**src/rtl/vr2d_pkg.sv**
```systemverilog
package vr2d_pkg;

	localparam int FRAC_BITS = 14;
	localparam int HALF      = 1 << (FRAC_BITS - 1);
	localparam int ONE2      = 1 << (2 * FRAC_BITS);

	localparam int COS_W   = 19;
	localparam int R2_W    = 19;
	localparam int S_W     = 24;
	localparam int RC_W    = 22;
	localparam int SQ_IN_W = 40;
	localparam int ROOT_W  = SQ_IN_W / 2;
	localparam int CO_W    = 24;

	// Everything that rides alongside the square root pipeline.
	typedef struct packed {
		logic signed [RC_W-1:0] rc;
		logic signed [15:0]     nx;
		logic signed [15:0]     ny;
		logic signed [32:0]     rvx;
		logic signed [32:0]     rvy;
		logic                   blocked;
	} side_t;

endpackage

```
**src/rtl/vr2d_sqrt.sv**
```systemverilog
module vr2d_sqrt import vr2d_pkg::*; (
	input  logic                clk,
	input  logic                arst_n,
	input  logic                in_valid,
	input  logic [SQ_IN_W-1:0]  in_val,
	input  side_t               in_side,
	output logic                out_valid,
	output logic [ROOT_W-1:0]   out_root,
	output side_t               out_side
);
	// One result bit per stage, classic digit-by-digit integer square root.
	logic [SQ_IN_W-1:0] rem_sk  [ROOT_W+1];
	logic [SQ_IN_W-1:0] res_sk  [ROOT_W+1];
	side_t              side_sk [ROOT_W+1];
	logic               vld_sk  [ROOT_W+1];

	assign rem_sk[0]  = in_val;
	assign res_sk[0]  = '0;
	assign side_sk[0] = in_side;
	assign vld_sk[0]  = in_valid;

	for (genvar k = 0; k < ROOT_W; k++) begin : g_stage
		localparam logic [SQ_IN_W-1:0] BIT = SQ_IN_W'(1) << (2 * (ROOT_W - 1 - k));
		logic [SQ_IN_W-1:0] trial;
		logic               take;
		assign trial = res_sk[k] + BIT;
		assign take  = rem_sk[k] >= trial;

		always_ff @(posedge clk or negedge arst_n) begin
			if (!arst_n) begin
				vld_sk[k+1] <= 1'b0;
			end else begin
				vld_sk[k+1] <= vld_sk[k];
			end
		end

		always_ff @(posedge clk) begin
			side_sk[k+1] <= side_sk[k];
			if (take) begin
				rem_sk[k+1] <= rem_sk[k] - trial;
				res_sk[k+1] <= (res_sk[k] >> 1) + BIT;
			end else begin
				rem_sk[k+1] <= rem_sk[k];
				res_sk[k+1] <= res_sk[k] >> 1;
			end
		end
	end

	assign out_valid = vld_sk[ROOT_W];
	assign out_root  = res_sk[ROOT_W][ROOT_W-1:0];
	assign out_side  = side_sk[ROOT_W];

endmodule

```
**config.mk**
```make
export PLATFORM = sky130hd
export DESIGN_NAME = vr2d_sqrt
export DESIGN_NICKNAME = d
export VERILOG_FILES = /design/src/rtl/vr2d_pkg.sv /design/src/rtl/vr2d_sqrt.sv
export SDC_FILE = /design/constraint.sdc
export NUM_CORES = 2
export LEC_CHECK = 0
export ABC_AREA = 1
export BUFFER_PORTS_ARGS = -buffer_cell sky130_fd_sc_hd__clkbuf_2
export CORE_MARGIN = 3
export CORE_UTILIZATION = 30
export CTS_BUF_LIST = sky130_fd_sc_hd__clkbuf_8
export DETAILED_ROUTE_END_ITERATION = 10
export PLACE_DENSITY = 0.45
export SLEW_MARGIN = 25
export SYNTH_ARGS = -nofsm -noshare
export SYNTH_HDL_FRONTEND = slang
export SYNTH_SLANG_ARGS = --single-unit
```
**constraint.sdc**
```tcl
create_clock -name clk -period 2.7 [get_ports clk]
set_input_delay 0.405 -clock clk [delete_from_list [all_inputs] [get_ports clk]]
set_output_delay 0.405 -clock clk [all_outputs]
set_load 0.01 [all_outputs]
```
==> flow_metrics.tcl <==
set metrics [dict create \
    insertion_delay_ns 1.06 \
    crit_chain "inv_1 > ha_1 > a21oi_1 > nand2_1 > a21oi_2 > buf_4 > o21ai_0 > xor2_1 > nand2_1 > nand2_1" \
    hold_viol_final 0 \
    final_antenna_net_count 0 \
    tightest_slew_ns 0.870 \
    period_needed_ns 2.50 \
    grt_usage_pct 12.8 \
    routed_wl_microns 205000 \
    cts.sinks 3410 \
    r2r_start "res_sk[420]$_DFF_P_" \
    post-place-ws_ns 0.000144 \
    ys_seq_area_share_pct 73.6 \
    path_clk_slew_ns 0.06 \
    ys_ff_latch 3410 \
    die_h_microns 562 \
    grt_max_degree 46 \
    fmax_mhz 401 \
    port_buffers 305 \
    drt-wirelength-per-cell_microns 14.8 \
    placed_area_sq_um 98900 \
    min-delay-start "side_sk[2044]$_DFF_P_" \
    finalWorstSetupSlack_ns 0.203 \
    numCtsBuffers 565 \
    critPathKind "flop to flop" \
    drt_iter0_markers 2256 \
    synth_top_flop_cell "dfxtp_1" \
    yosysTopAreaCell "dfxtp_1" \
    start_kind "flop" \
    htreeDepth 6 \
    avgSynthCellArea_sq_um 11.3 \
    setup_tns_ns 0 \
    p_total_w 0.128 \
    cpMostUsedCell "nand2_1" \
    drc_errors 0 \
    synthTopCellsByArea "dfxtp_1 (73%), nand2_1 (6.1%), inv_1 (3.1%)" \
    required_ns 3.56 \
    cts_tree "built" \
    nets 9707 \
    synth_commonest_cells "dfxtp_1 (3,390), nand2_1 (1,512), inv_1 (765)" \
    max_stage_delay_ns 0.35 \
    drive_gt1_share_pct 14.7 \
    hpwl_microns 151000 \
    fin_area_sq_um 114000 \
    p_leak_nw 52.1 \
    antenna_found_initial 7 \
    core_area_sq_um 307000 \
    path_buf_inv 2 \
    areaGrowthSynthToFinish_pct 23.1 \
    crit_arrival_ns 3.36 \
    initial_core_util_pct 30.3 \
    path_max_fanout 6 \
    crit_family "compound AO/OA/AOI/OAI gates" \
    die_x_microns 562 \
    status "complete, no violations" \
    drv_slew 0 \
    fin_skew_ns 0.0622 \
    cp_slowest_cell "ha_1" \
    via_per_inst 3.97 \
    cts_buffer_depth 4 \
    gp_congestion 0.914 \
    rsz0062_at_grt "no" \
    synthMostInstantiatedCell "dfxtp_1" \
    rows 203 \
    synth.net_count 8585 \
    dr.pass1.iters 5 \
    max-slew-margin-rel_pct 41.8 \
    vias 55000 \
    synth_edf_count 0 \
    fin_util_pct 37.3 \
    synth_top_area_share_pct 73.1 \
    synth_area_sq_um 92900 \
    root_buffer "clkbuf_8" \
    yosysUniqueCellTypes 60 \
    drv_cap 0 \
    cp-startpoint "res_sk[420]$_DFF_P_" \
    die_area_sq_um 316000 \
    io_pins 306 \
    synth_warnings 0 \
    grt.overflow.total 0 \
    peakVddDrop_mv 0.484 \
    hold_path.class "flop to flop" \
    synth_cells 8195 \
    powerDensity_nw_per_um2 1120 \
    worst_setup_path_end_kind "flop" \
    grt_pass1_vias 57000 \
    period_share_pct 92.5 \
    postCtsSetupBuffers 0 \
    setup-violations-final 0 \
    async_flop_share_pct 0.587 \
    grt_pass1_wl_microns 319000 \
]
-- path summary, 6_finish.rpt --
check / to / slack (ns) / cells past startpoint
max in group asynchronous: vld_sk[8]$_DFF_PN0_ / 1.58 / 3
hold reg to reg: side_sk[1923]$_DFF_P_ / 0.26 / 0
min in group asynchronous: vld_sk[1]$_DFF_PN0_ / 0.57 / 3
hold / removal: side_sk[1923]$_DFF_P_ / 0.26 / 0
setup reg to reg: rem_sk[387]$_DFF_P_ / 0.20 / 10
setup / recovery: rem_sk[387]$_DFF_P_ / 0.20 / 10
-- per-stage QoR --
| step | cells | hold slack (ns) |
|---|---|---|
| after floorplan | 8195 | 0.109 |
| after global placement | 12500 | 0.310 |
| after detailed placement | 12500 | 0.312 |
| after CTS | 13800 | 0.238 |
| after global routing | 13900 | 0.249 |
| final | 13900 | 0.264 |
-- cell usage in the layout (no fill, tap or decap), drive strengths merged, types with 6 or more instances in the layout --
master          n
a211oi          6
a21boi          9
a21o           14
a21oi         317
and2            7
buf            86
bufinv         29
clkbuf       1005
clkinv         57
clkinvlp       15
dfrtp          20
dfxtp        3390
diode           6
dlygate4sd3   327
ha            226
inv           984
nand2        1539
nand3         327
nand3b         34
nand4         111
nor2          578
nor3           92
nor4           72
o21a           10
o21ai         230
o21bai         14
or2            30
xnor2         106
xor2           93
-- report_power, final --
| part | internal [W] | switching [W] |
|---|---|---|
| sequential | 0.0559 | 0.00420 |
| combinational | 0.00752 | 0.0134 |
| clock | 0.0265 | 0.0203 |
| total | 0.0900 | 0.0379 |
-- what timing repair did --
action / in CTS / in global routing
gates resized for setup: 2 / 6
hold buffers: 327 / 0
cloned: 0 / 0
endpoints found under the setup margin: 6 / 32
hold endpoints to repair: 183 / 0
pin swaps: 0 / 0
-- cell type report --
cell class	count	area, sq um
Timing Repair Buffer	718	5510
Inverter	786	2980
Fill cell	30400	193000
Clock inverter	299	2480
Sequential cell	3410	68400
Multi-Input combinational cell	3836	20200
Antenna cell	6	15.0
Tap cell	4100	5130
Clock buffer	700	9630
-- flip-flops by register name (all words and copies together), names as in the netlist --
| signal | count |
|---|---|
| out_side | 121 |
| res_sk | 190 |
| out_valid | 1 |
| rem_sk | 760 |
| side_sk | 2299 |
| vld_sk | 19 |
| out_root | 20 |
-- logic make-up (layout without fill, tap and decap cells) --
| kind of cell | after synthesis | after routing | synth area share [%] |
|---|---|---|---|
| xor gates and xnor gates | 199 | 199 | 1.88 |
| and+or+nand+nor | 2801 | 2801 | 13.0 |
| DFF | 3410 | 3410 | 73.6 |
| adders and majority gates | 226 | 226 | 3.05 |
| buffers and inverters | 949 | 2503 | 4.63 |
| other | 0 | 6 | 0 |
| AOI/OAI and AO/OA | 610 | 610 | 3.85 |
-- layer usage --
layer | global-route usage [%] | part of all wire [%] | vias up
met2 | 20.9 | 45 | 1153
met4 | 5.78 | 4.0 | 0
met1 | 16.2 | 46 | 25200
met5 | 0 | 0 | -
li1 | - | - | 28200
met3 | 2.61 | 4.6 | 518
Note: power is estimated with default switching activity, not from simulation.
